===== src/rtl/two_object_peak_level_centroid_core_defines.svh =====
// assertion macros shared by the centroid core rtl
// no dependencies; included by files that carry assertions
`ifndef TWO_OBJECT_PEAK_LEVEL_CENTROID_CORE_DEFINES_SVH
`define TWO_OBJECT_PEAK_LEVEL_CENTROID_CORE_DEFINES_SVH

// same-cycle implication, disabled while in reset
`define TOPC_ASSERT_IMP(lbl, clk, rst_n, ante, cons, msg) \
  lbl: assert property (@(posedge clk) disable iff (!rst_n) (ante) |-> (cons)) else $error(msg);

// next-cycle implication, disabled while in reset
`define TOPC_ASSERT_NXT(lbl, clk, rst_n, ante, cons, msg) \
  lbl: assert property (@(posedge clk) disable iff (!rst_n) (ante) |=> (cons)) else $error(msg);

`endif


===== src/rtl/topc_pkg.sv =====
// shared types and constants of the two-object peak level centroid core
// no dependencies
`default_nettype none

package topc_pkg;

  // configuration port
  localparam int CFG_W     = 12;
  localparam int REG_IDX_W = 2;

  typedef enum logic [REG_IDX_W-1:0] {
    REG_FRAME_WIDTH  = 2'd0,
    REG_FRAME_HEIGHT = 2'd1,
    REG_PACK_MODE    = 2'd2
  } reg_idx_t;

  localparam logic [CFG_W-1:0] FRAME_WIDTH_RST  = 12'd640;
  localparam logic [CFG_W-1:0] FRAME_HEIGHT_RST = 12'd480;
  localparam logic             PACK_MODE_RST    = 1'b0;

  // marker byte layout
  localparam int MARK_W    = 8;
  localparam int LANES     = 4;
  localparam int LANES_P3  = 3;
  localparam int OBJ_BIT   = 7;
  localparam int LVL_MSB   = 6;
  localparam int LVL_W     = 4;

  // accumulator widths
  localparam int COUNT_W = 23;
  localparam int SUM_W   = 32;
  localparam int AREA_W  = 38;
  localparam int HIT_W   = 3;

  localparam logic [LVL_W-1:0] PEAK_RST = 4'd1;

  // floor(h/3) = (h * DIV3_MUL) >> DIV3_SHIFT for h below 2^16
  localparam int               DIV3_SHIFT = 17;
  localparam logic [16:0]      DIV3_MUL   = 17'd43691;

  typedef struct packed {
    logic [LVL_W-1:0]   peak;
    logic [COUNT_W-1:0] count;
    logic [SUM_W-1:0]   sum_x;
    logic [SUM_W-1:0]   sum_y;
  } acc_state_t;

endpackage

`default_nettype wire


===== src/rtl/two_object_peak_level_centroid_core.sv =====
// top level of the two-object peak level centroid core
// depends on topc_pkg, topc_coord, topc_obj_acc and the defines header
//
// usage
//   in_*  : one 32-bit marker word per transfer, raster order; each word holds
//           four stacked marker bytes (pack mode 0, rows 4g+c) or three
//           (pack mode 1, rows height-3g-c-1, top byte unused)
//   out_* : after the last word of a frame, two result transfers: object 0
//           then object 1 (out_last_result set on the second)
//   cfg_* : write-only registers (frame width, frame height, pack mode),
//           written while the core is idle
// throughput: one word per cycle while no frame end waits on the result pair;
//   both object accumulators update together, fed by one input register
// frame end: the frame's last word is folded in from the input register, which
//   loads the pair; object 0 shows first, object 1 once object 0 is taken
// stall: the result pair waits in a holding register; words keep flowing
//   until the next frame's last word, which waits for the pair to drain
// reset: counters and accumulators clear, registers return to 640, 480, 0;
//   after each frame the counters and accumulators clear again
`default_nettype none
`include "two_object_peak_level_centroid_core_defines.svh"

module two_object_peak_level_centroid_core #(
  parameter int MAX_DIM = 2048
) (
  input  wire logic                               clk,
  input  wire logic                               rst_n,
  // configuration
  input  wire logic                               cfg_wr_en,
  input  wire logic [topc_pkg::REG_IDX_W-1:0]     cfg_index,
  input  wire logic [topc_pkg::CFG_W-1:0]         cfg_wdata,
  // marker words
  input  wire logic                               in_valid,
  output logic                                    in_ready,
  input  wire logic [31:0]                        in_pixel_word,
  // results
  output logic                                    out_valid,
  input  wire logic                               out_ready,
  output logic                                    out_object_index,
  output logic                                    out_found,
  output logic [topc_pkg::LVL_W-1:0]              out_peak_level,
  output logic [topc_pkg::COUNT_W-1:0]            out_pixel_count,
  output logic [topc_pkg::SUM_W-1:0]              out_sum_x,
  output logic [topc_pkg::SUM_W-1:0]              out_sum_y,
  output logic [topc_pkg::AREA_W-1:0]             out_area,
  output logic                                    out_last_result
);

  localparam int XW = $clog2(MAX_DIM);

  // configuration registers
  logic [topc_pkg::CFG_W-1:0] frame_width_r, frame_height_r;
  logic                       pack_mode_r;

  // input register stage
  logic                       s1_valid_r;
  logic [31:0]                s1_word_r;
  logic                       s1_mode_r;
  logic [XW-1:0]              s1_x_r;
  logic [topc_pkg::SUM_W-1:0] s1_ybase_r;
  logic                       s1_last_r;

  // result holding register, one entry per object
  logic                       res_valid_r;
  logic                       res_sel_r;
  topc_pkg::acc_state_t       res_r [2];
  topc_pkg::acc_state_t       res_cur;

  logic                       in_fire, s1_retire, buf_free, out_fire;
  logic [XW-1:0]              cur_x;
  logic [topc_pkg::SUM_W-1:0] cur_ybase;
  logic                       cur_last;
  topc_pkg::acc_state_t       acc0_state, acc1_state, acc0_nxt, acc1_nxt;

  // register writes; indexes past the list are dropped
  always_ff @(posedge clk) begin
    if (!rst_n) begin
      frame_width_r  <= topc_pkg::FRAME_WIDTH_RST;
      frame_height_r <= topc_pkg::FRAME_HEIGHT_RST;
      pack_mode_r    <= topc_pkg::PACK_MODE_RST;
    end else if (cfg_wr_en) begin
      unique case (topc_pkg::reg_idx_t'(cfg_index))
        topc_pkg::REG_FRAME_WIDTH:  frame_width_r  <= cfg_wdata;
        topc_pkg::REG_FRAME_HEIGHT: frame_height_r <= cfg_wdata;
        topc_pkg::REG_PACK_MODE:    pack_mode_r    <= cfg_wdata[0];
        default: ;
      endcase
    end
  end

  // coordinates of the word being taken, counters step on each transfer
  topc_coord #(
    .MAX_DIM (MAX_DIM)
  ) u_coord (
    .clk          (clk),
    .rst_n        (rst_n),
    .adv          (in_fire),
    .frame_width  (frame_width_r),
    .frame_height (frame_height_r),
    .pack_mode    (pack_mode_r),
    .x            (cur_x),
    .ybase        (cur_ybase),
    .last         (cur_last)
  );

  // the frame's last word may only leave the input register once the
  // previous pair has gone or is leaving with this edge
  assign out_fire  = out_valid && out_ready;
  assign buf_free  = !res_valid_r || (out_ready && res_sel_r);
  assign s1_retire = s1_valid_r && (!s1_last_r || buf_free);
  assign in_ready  = !s1_valid_r || s1_retire;
  assign in_fire   = in_valid && in_ready;

  always_ff @(posedge clk) begin
    if (!rst_n) begin
      s1_valid_r <= 1'b0;
    end else if (in_fire) begin
      s1_valid_r <= 1'b1;
    end else if (s1_retire) begin
      s1_valid_r <= 1'b0;
    end
  end

  always_ff @(posedge clk) begin
    if (in_fire) begin
      s1_word_r  <= in_pixel_word;
      s1_mode_r  <= pack_mode_r;
      s1_x_r     <= cur_x;
      s1_ybase_r <= cur_ybase;
      s1_last_r  <= cur_last;
    end
  end

  // per-object accumulators, cleared by the frame's last word
  topc_obj_acc #(
    .OBJ (1'b0),
    .XW  (XW)
  ) u_acc0 (
    .clk       (clk),
    .rst_n     (rst_n),
    .upd       (s1_retire),
    .clr       (s1_last_r),
    .word      (s1_word_r),
    .pack_mode (s1_mode_r),
    .x         (s1_x_r),
    .ybase     (s1_ybase_r),
    .state_o   (acc0_state),
    .nxt_o     (acc0_nxt)
  );

  topc_obj_acc #(
    .OBJ (1'b1),
    .XW  (XW)
  ) u_acc1 (
    .clk       (clk),
    .rst_n     (rst_n),
    .upd       (s1_retire),
    .clr       (s1_last_r),
    .word      (s1_word_r),
    .pack_mode (s1_mode_r),
    .x         (s1_x_r),
    .ybase     (s1_ybase_r),
    .state_o   (acc1_state),
    .nxt_o     (acc1_nxt)
  );

  // result pair: load on frame end, object 0 first then object 1
  always_ff @(posedge clk) begin
    if (!rst_n) begin
      res_valid_r <= 1'b0;
      res_sel_r   <= 1'b0;
    end else if (s1_retire && s1_last_r) begin
      res_valid_r <= 1'b1;
      res_sel_r   <= 1'b0;
    end else if (out_fire) begin
      if (!res_sel_r) begin
        res_sel_r <= 1'b1;
      end else begin
        res_valid_r <= 1'b0;
      end
    end
  end

  always_ff @(posedge clk) begin
    if (s1_retire && s1_last_r) begin
      res_r[0] <= acc0_nxt;
      res_r[1] <= acc1_nxt;
    end
  end

  assign res_cur          = res_r[res_sel_r];
  assign out_valid        = res_valid_r;
  assign out_object_index = res_sel_r;
  assign out_found        = res_cur.count != '0;
  assign out_peak_level   = res_cur.peak;
  assign out_pixel_count  = res_cur.count;
  assign out_sum_x        = res_cur.sum_x;
  assign out_sum_y        = res_cur.sum_y;
  assign out_area         = topc_pkg::AREA_W'(res_cur.count) << res_cur.peak;
  assign out_last_result  = res_sel_r;

  // frame end always starts a fresh pair with object 0
  `TOPC_ASSERT_NXT(a_pair_start, clk, rst_n, s1_retire && s1_last_r, out_valid && !out_object_index, "frame end did not present object 0")
  // object 0 transfer is always followed by object 1
  `TOPC_ASSERT_NXT(a_pair_whole, clk, rst_n, out_fire && !out_object_index, out_valid && out_object_index, "result pair split")
  // accumulators restart after frame end
  `TOPC_ASSERT_NXT(a_acc_clear, clk, rst_n, s1_retire && s1_last_r, (acc0_state.count == '0) && (acc1_state.count == '0) && (acc0_state.peak == topc_pkg::PEAK_RST) && (acc1_state.peak == topc_pkg::PEAK_RST), "accumulators not cleared at frame end")
  // input stalls only behind a pending frame end
  `TOPC_ASSERT_IMP(a_stall_cause, clk, rst_n, !in_ready, s1_valid_r && s1_last_r && res_valid_r, "input stalled without pending result pair")

endmodule

`default_nettype wire


===== src/rtl/topc_coord.sv =====
// column and row group counters, frame end detection, coordinate bases
// depends on topc_pkg
`default_nettype none

module topc_coord #(
  parameter int MAX_DIM = 2048
) (
  input  wire logic                          clk,
  input  wire logic                          rst_n,
  input  wire logic                          adv,
  input  wire logic [topc_pkg::CFG_W-1:0]    frame_width,
  input  wire logic [topc_pkg::CFG_W-1:0]    frame_height,
  input  wire logic                          pack_mode,
  output logic [$clog2(MAX_DIM)-1:0]         x,
  output logic [topc_pkg::SUM_W-1:0]         ybase,
  output logic                               last
);

  localparam int XW = $clog2(MAX_DIM);
  localparam int DW = $clog2(MAX_DIM + 1);
  localparam int EW = (DW > topc_pkg::CFG_W) ? DW : topc_pkg::CFG_W;
  localparam int CW = EW + 1;
  localparam int PW = EW + 17;

  logic [XW-1:0] col_r, col_nxt;
  logic [XW-1:0] grp_r, grp_nxt;
  logic [EW-1:0] w_eff, h_eff, w_raw, h_raw, groups;
  logic [PW-1:0] prod3;
  logic [CW-1:0] col_inc, grp_inc;
  logic          row_end;

  // clamp configuration into the legal range
  always_comb begin
    w_raw = EW'(frame_width);
    h_raw = EW'(frame_height);
    if (w_raw < EW'(1)) begin
      w_eff = EW'(1);
    end else if (w_raw > EW'(MAX_DIM)) begin
      w_eff = EW'(MAX_DIM);
    end else begin
      w_eff = w_raw;
    end
    if (h_raw < EW'(4)) begin
      h_eff = EW'(4);
    end else if (h_raw > EW'(MAX_DIM)) begin
      h_eff = EW'(MAX_DIM);
    end else begin
      h_eff = h_raw;
    end
  end

  assign prod3  = PW'(h_eff) * PW'(topc_pkg::DIV3_MUL);
  assign groups = pack_mode ? prod3[PW-1:topc_pkg::DIV3_SHIFT] : (h_eff >> 2);

  assign col_inc = CW'(col_r) + CW'(1);
  assign row_end = col_inc >= CW'(w_eff);
  assign grp_inc = CW'(grp_r) + CW'(1);
  assign last    = (row_end ? grp_inc : CW'(grp_r)) >= CW'(groups);

  assign x = col_r;

  // bottom-up rows use h - 3g - 1, wrapping like the sums
  always_comb begin
    if (pack_mode) begin
      ybase = topc_pkg::SUM_W'(h_eff) - (topc_pkg::SUM_W'(grp_r) << 1)
              - topc_pkg::SUM_W'(grp_r) - topc_pkg::SUM_W'(1);
    end else begin
      ybase = topc_pkg::SUM_W'(grp_r) << 2;
    end
  end

  always_comb begin
    col_nxt = col_r;
    grp_nxt = grp_r;
    if (adv) begin
      if (last) begin
        col_nxt = '0;
        grp_nxt = '0;
      end else if (row_end) begin
        col_nxt = '0;
        grp_nxt = grp_inc[XW-1:0];
      end else begin
        col_nxt = col_inc[XW-1:0];
      end
    end
  end

  always_ff @(posedge clk) begin
    if (!rst_n) begin
      col_r <= '0;
      grp_r <= '0;
    end else begin
      col_r <= col_nxt;
      grp_r <= grp_nxt;
    end
  end

endmodule

`default_nettype wire


===== src/rtl/topc_obj_acc.sv =====
// peak level, count and coordinate sums of one object, one word per update
// depends on topc_pkg
`default_nettype none

module topc_obj_acc #(
  parameter bit OBJ = 1'b0,
  parameter int XW  = 11
) (
  input  wire logic                        clk,
  input  wire logic                        rst_n,
  input  wire logic                        upd,
  input  wire logic                        clr,
  input  wire logic [31:0]                 word,
  input  wire logic                        pack_mode,
  input  wire logic [XW-1:0]               x,
  input  wire logic [topc_pkg::SUM_W-1:0]  ybase,
  output topc_pkg::acc_state_t             state_o,
  output topc_pkg::acc_state_t             nxt_o
);

  topc_pkg::acc_state_t state_r, base;

  logic [topc_pkg::LVL_W-1:0] lvl [topc_pkg::LANES];
  logic [topc_pkg::LANES-1:0] act, hit;
  logic [topc_pkg::LVL_W-1:0] max_lvl, peak_new;
  logic [topc_pkg::HIT_W-1:0] n_hit;
  logic [topc_pkg::HIT_W-1:0] off;
  logic [topc_pkg::SUM_W-1:0] xe, xmul, ymul, ysum;
  logic                       restart;

  always_comb begin
    max_lvl = '0;
    for (int c = 0; c < topc_pkg::LANES; c++) begin
      lvl[c] = word[c*topc_pkg::MARK_W + topc_pkg::LVL_MSB -: topc_pkg::LVL_W];
      act[c] = ((c < topc_pkg::LANES_P3) || !pack_mode) &&
               (word[c*topc_pkg::MARK_W + topc_pkg::OBJ_BIT] == OBJ);
      if (act[c] && (lvl[c] > max_lvl)) begin
        max_lvl = lvl[c];
      end
    end
    restart  = max_lvl > state_r.peak;
    peak_new = restart ? max_lvl : state_r.peak;
    n_hit = '0;
    off   = '0;
    for (int c = 0; c < topc_pkg::LANES; c++) begin
      hit[c] = act[c] && (lvl[c] == peak_new);
      n_hit  = n_hit + topc_pkg::HIT_W'(hit[c]);
      off    = off + (hit[c] ? topc_pkg::HIT_W'(c) : '0);
    end
  end

  // n_hit is at most four, so three shifted terms cover every multiple
  always_comb begin
    xe   = topc_pkg::SUM_W'(x);
    xmul = (n_hit[0] ? xe : '0) + (n_hit[1] ? (xe << 1) : '0) + (n_hit[2] ? (xe << 2) : '0);
    ymul = (n_hit[0] ? ybase : '0) + (n_hit[1] ? (ybase << 1) : '0) +
           (n_hit[2] ? (ybase << 2) : '0);
    ysum = pack_mode ? (ymul - topc_pkg::SUM_W'(off)) : (ymul + topc_pkg::SUM_W'(off));
  end

  always_comb begin
    base = state_r;
    if (restart) begin
      base.count = '0;
      base.sum_x = '0;
      base.sum_y = '0;
    end
    nxt_o.peak  = peak_new;
    nxt_o.count = base.count + topc_pkg::COUNT_W'(n_hit);
    nxt_o.sum_x = base.sum_x + xmul;
    nxt_o.sum_y = base.sum_y + ysum;
  end

  assign state_o = state_r;

  always_ff @(posedge clk) begin
    if (!rst_n || (upd && clr)) begin
      state_r.peak  <= topc_pkg::PEAK_RST;
      state_r.count <= '0;
      state_r.sum_x <= '0;
      state_r.sum_y <= '0;
    end else if (upd) begin
      state_r <= nxt_o;
    end
  end

endmodule

`default_nettype wire


===== config.mk =====
export PLATFORM = sky130hd
export DESIGN_NAME = two_object_peak_level_centroid_core
export DESIGN_NICKNAME = d
export VERILOG_FILES = /design/src/rtl/topc_pkg.sv /design/src/rtl/two_object_peak_level_centroid_core.sv /design/src/rtl/topc_coord.sv /design/src/rtl/topc_obj_acc.sv
export VERILOG_INCLUDE_DIRS = /design/src /design/src/rtl
export SDC_FILE = /design/constraint.sdc
export NUM_CORES = 2
export LEC_CHECK = 0
export ABC_AREA = 0
export CORE_MARGIN = 3
export CORE_UTILIZATION = 60
export DETAILED_ROUTE_END_ITERATION = 8
export DONT_BUFFER_PORTS = 1
export GPL_ROUTABILITY_DRIVEN = 0
export PLACE_DENSITY_LB_ADDON = 0.15
export REMOVE_ABC_BUFFERS = 1
export SYNTH_ARGS = -nofsm -noshare
export SYNTH_HDL_FRONTEND = slang
export SYNTH_HIERARCHICAL = 1
export SYNTH_SLANG_ARGS = --single-unit

===== constraint.sdc =====
create_clock -name clk -period 29.2 [get_ports clk]
set_input_delay 7.3 -clock clk [delete_from_list [all_inputs] [get_ports clk]]
set_output_delay 7.3 -clock clk [all_outputs]
set_load 0.1 [all_outputs]

-- Word-level counts from Yosys, hierarchy flattened
Memories as Yosys holds them, arrays and structs flattened. A register that Yosys moved wholly into a read port is not among the register bits.
Cells that the tools add are included.
- register bits after elaboration: 309
- latch bits: 0
- memory bits (writable): 182
- ROM bits: 0
- input port bits: 51
- output and inout port bits: 134
- memories kept: 1
- memory list (name ; words ; bits a word ; rd ports ; clocked after memory_dff ; wr ports ; line ; source):
    res_r ; 2 ; 91 ; 1 ; 1 ; 2 ; two_object_peak_level_centroid_core.sv:66 ; topc_pkg::acc_state_t res_r [2];
- add/sub/neg operators: 33
- multipliers: 1
- divide/modulo/power cells: 0
- magnitude comparators: 15
- equal/unequal tests: 10
- shifts and indexed selects: 1
- muxes and demuxes: 52
- bitwise gates (word level): 5
- reductions and logical operators: 44
- operator list (kind ; number):
    adder 32 bit ; 12
    two-way mux 32 bit ; 8
    two-way mux 87 bit ; 2
    two-way mux 11 bit ; 7
    two-way mux 12 bit ; 6
    adder 32 x 3 -> 32 bit ; 2
    subtractor 32 x 3 -> 32 bit ; 2
    two-way mux 13 bit ; 4
    adder 23 x 3 -> 23 bit ; 2
    two-way mux 4 bit ; 10
    << shifter 23 x 4 -> 38 bit ; 1
    equality test 4 bit ; 8
    greater-than comparator 4 bit ; 8
    subtractor 32 x 1 -> 32 bit (second input constant) ; 1
    subtractor 32 x 11 -> 32 bit ; 1
    multiplier 12 x 16 -> 28 bit (second input constant) ; 1
    >= comparator 13 x 12 -> 1 bit ; 2
    adder 11 x 1 -> 12 bit (second input constant) ; 2
    greater-than comparator 12 bit (second input constant) ; 2
    logical AND 1 bit ; 23
    nonzero test 23 bit ; 1
    subtractor 12 x 12 -> 13 bit ; 1
    adder 3 x 1 -> 3 bit ; 4
    adder 3 bit ; 4
    other kinds (15) ; 47

-- Depth between registers and ports, before layout
- depth in word-level cells: 25
- depth in mapped cells: 73

-- Hierarchy
The synthesis kept the hierarchy.
- by module, submodules not included (module ; times used ; cells an instance ; area each (um^2) ; seq. area each (um^2)):
    topc_obj_acc at u_acc0 ; 1 ; 1708 ; 12712.2 ; 1821.7
    topc_obj_acc at u_acc1 ; 1 ; 1679 ; 12644.6 ; 1821.7
    two_object_peak_level_centroid_core ; 1 ; 683 ; 11075.6 ; 8358.0
    topc_coord ; 1 ; 726 ; 5941.9 ; 440.4

-- Worst setup path before layout
OpenSTA, ideal clock, no wires.
- kind: input to register
- start: input out_ready
- end: memory res_r[0][0] in the netlist's numbering, enable pin
- library setup time: 0.730 ns
- arrival time: 15.223 ns
- required time: 28.470 ns
- path slack: 13.247 ns
- stages on the path: 3
- buffers on the path: 0
- path through: nand2_1 and2_1 nor2_1
- RTL lines (what ; line ; source):
    start, declared ; two_object_peak_level_centroid_core.sv:38 ; input wire logic out_ready,
    end, declared ; two_object_peak_level_centroid_core.sv:66 ;

==> implementation parameters <==
Parameter                              Value

Status
  Result of the run ... finished clean

Global routing
  Pin count of the biggest net entering global routing ... 77
  Via count of the first global-routing pass ... 32,320
  Global-route usage over all layers ... 26.81%
  Wire length of the first global-routing pass ... 162,900 µm
  Number of antenna violations at the first check in global routing ... 0
  Global route overflow ... 0

Clocking
  # H-tree levels ... 2
  Setup Buffers After CTS ... 0
  Clock-pin slew on the worst setup and hold paths ... 0.06 ns
  Number of buffers inserted for hold repair after clock tree synthesis ... 0
  CTS root buf ... sky130_fd_sc_hd__clkbuf_16
  Clock tree from TritonCTS ... built
  Number of CTS-inserted buffers ... 54
  Buffer depth of the longest clock path ... 3
  PostCTS Resize Cnt ... 0
  Clk_lat worst skew ... around 0.63 ns
  Number of sinks handled by clock tree synthesis ... 480

Placement
  # port buffers ... 0
  Hpwl dp ... 75,400 µm

Power
  Cell leakage power ... 19.27 nW
  Peak supply drop ... approximately 0.00007 V
  PD cells ... 106.9 nW/µm²
  Overall power after layout ... 4.788 mW

Critical path
  End point of the critical path ... u_acc0/state_o[31]
  Startpoint-to-endpoint class of the critical path ... register to register
  Start of the worst register-to-register path ... s1_word_r[7]
  Cell occurring most often along the worst timing path ... sky130_fd_sc_hd__ha_1
  Element type at the critical path start ... register
  Slowest cell delay on critical path ... a little under 0.8 ns
  Worst-case register-to-register setup slack ... 12.20 ns
  Data required time at the worst endpoint ... 29.73 ns
  Worst reg2reg path depth ... 66
  Capture point of the worst reg-to-reg path ... u_acc0/state_o[31]
  Launch point of the critical path ... s1_word_r[7]
  Slowest CP cell ... sky130_fd_sc_hd__a2111oi_0
  Max Fanout on Critical Path ... 44
  Critical path capture point type ... register
  Arrival time at the worst endpoint ... 17.53 ns

Routing
  Wire length on met2 ... 47,770 µm
  Final antenna-violating net count ... 0
  Avg Vias per Cell ... between 5 and 6
  Post-DR wirelength/cell ... 17.73 µm
  Met3 Routed Length ... 5659 µm
  Starting DRC count in detailed routing ... 2,221
  Drt total wl ... 100,500 µm
  Highest layer used for signal routing ... met4
  DR vias ... around 34,000
  Number of detailed-routing iterations run before antenna repair ... 6
  DRC errors left ... 0
  Sum of routed wire segments on met1 ... 43,680 µm

Die
  Starting density of the core ... 60.94%
  Die Width ... 270.6 µm
  Area inside the core boundary ... roughly 69,000 µm²
  Die height ... 270.6 µm
  Number of rows in the core area ... 96
  Io pins ... between 150 and 200
  Area of the die ... 73,240 µm²

Finish
  Area growth from synthesis to final layout ... 6.591%
  # nets final ... 5,293
  Number of fillers in the final layout ... between 5,000 and 6,000
  Proportion of layout cells with a drive suffix above 1 ... 7.072%
  Antenna diode count ... 0

STA
  Smallest hold slack ... between 0.4 and 0.5 ns
  Final slew viol count ... 0
  Aggregate negative setup slack ... 0 ns
  Share of the clock period used by the worst path after layout ... about three fifths
  Number of failing setup endpoints in the final timing report ... 0
  Final clock skew ... 0.03120 ns
  Maximum clock rate ... 0.05882 GHz
  Slew at the pin closest to its max-slew limit ... 1.349 ns
  Worst max-slew margin expressed relative to the limit ... 8.314%
  Unrepaired setup endpoints after global routing ... false
  Fin crit period ... 17.00 ns
  Fin. Hold Viols ... 0

Synthesis
  Netlist Area Pre-Place ... 42,010 µm²
  Yosys warning count ... 6
  Average size of a mapped cell ... 8.782 µm²
  Post-Syn Instances ... about 4,800

Run
  Max-cap violations ... 0

Hold path
  Worst min-delay path class ... register to register
[final cells by class]
class	instances	area (µm²)	area share, %
multi-input cells	3720	27820	62.11
flip-flops and latches	480	12090	26.99
clock buffers	74	1538	3.434
inverters	399	1498	3.344
well taps	931	1165	2.601
clock inverters	28	375.4	0.8382
repair buffers	36	305.3	0.6817
[where the power goes]
part,switching (mW),internal (mW)
Clock,0.294,0.427
Combinational,1.97,1.18
Sequential,0.0324,0.880
Total,2.30,2.49
[worst max-delay path, delay by kind of cell (launching register included)]
family / cells / cell delay [ns]
AOI/OAI and AO/OA: 27 / 6.30
xor gates and xnor gates: 6 / 1.00
adders and majority gates: 13 / 4.33
buffers and inverters: 3 / 0.86
DFF: 1 / 0.51
muxes: 2 / 0.72
and+or+nand+nor: 15 / 3.12
[how the worst min path moves through the flow]
stage	end	startpoint	depth (start not counted)	slack [ns]
after CTS	u_acc0/state_o[46]	u_acc0/state_o[46]	2	0.45
after floorplan	u_acc0/state_o[46]	u_acc0/state_o[46]	2	0.43
after global placement	u_acc0/state_o[46]	u_acc0/state_o[46]	2	0.44
after global routing	u_acc1/state_o[45]	u_acc1/state_o[45]	2	0.48
after detailed placement	u_acc0/state_o[46]	u_acc0/state_o[46]	2	0.45
final	u_acc0/state_o[46]	u_acc0/state_o[46]	2	0.45
[through the flow]
step | instances | worst slack (ns) | cell area [µm²] | util, %
after floorplan | 4599 | 0.8147 | 41190 | -
after global placement | 5566 | 12.59 | 42870 | 62.18
after detailed placement | 5566 | 12.42 | 42870 | 62.18
after CTS | 5668 | 12.36 | 44780 | 64.95
after global routing | 5668 | 11.24 | 44780 | 64.95
final | 5668 | 12.20 | 44780 | 64.95
[sequential cells by signal, summed over array words and instances (netlist names), 11 cells and up, named ones only]
signal	count
frame_height_r	12
u_coord/grp_r	11
s1_word_r	20
u_acc1/state_o	91
res_r	182
s1_x_r	11
u_acc0/state_o	91
u_coord/x	11
frame_width_r	12
s1_ybase_r	32
[metal layers]
metal / track usage, % / vias up
li1: - / 16480
met1: 34.73 / 15990
met2: 46.13 / 916
met3: 3.884 / 190
met4: 8.844 / 0
met5: 0 / -
[cell usage in the layout (no fill, tap or decap), types with 10 or more instances in the layout]
master,instances
sky130_fd_sc_hd__a21o_1,100
sky130_fd_sc_hd__nor4_1,19
sky130_fd_sc_hd__nor2_2,15
sky130_fd_sc_hd__o21bai_1,33
sky130_fd_sc_hd__a21oi_1,275
sky130_fd_sc_hd__clkbuf_16,57
sky130_fd_sc_hd__and2_1,130
sky130_fd_sc_hd__inv_1,395
sky130_fd_sc_hd__edfxtp_1,247
sky130_fd_sc_hd__buf_4,34
sky130_fd_sc_hd__xnor2_1,226
sky130_fd_sc_hd__ha_1,391
sky130_fd_sc_hd__and4_1,13
sky130_fd_sc_hd__dfxtp_1,231
sky130_fd_sc_hd__nor2_1,402
sky130_fd_sc_hd__or3_1,44
sky130_fd_sc_hd__a21boi_0,29
sky130_fd_sc_hd__mux2_2,90
sky130_fd_sc_hd__a211oi_1,25
sky130_fd_sc_hd__nand4_1,44
sky130_fd_sc_hd__o21ai_0,152
sky130_fd_sc_hd__nor3_1,73
sky130_fd_sc_hd__nand2b_1,22
sky130_fd_sc_hd__or4_1,15
sky130_fd_sc_hd__o211ai_1,16
sky130_fd_sc_hd__or2_2,16
sky130_fd_sc_hd__nand3_1,125
sky130_fd_sc_hd__xor2_1,115
sky130_fd_sc_hd__o21ai_2,12
sky130_fd_sc_hd__fa_1,160
sky130_fd_sc_hd__o22ai_1,44
sky130_fd_sc_hd__nand2_1,546
sky130_fd_sc_hd__clkbuf_1,10
sky130_fd_sc_hd__a31oi_1,30
sky130_fd_sc_hd__mux2i_1,143
sky130_fd_sc_hd__and3_1,67
sky130_fd_sc_hd__o31ai_1,18
sky130_fd_sc_hd__nor2b_1,60
sky130_fd_sc_hd__o21a_1,64
Note: power is estimated with default switching activity, not from simulation.
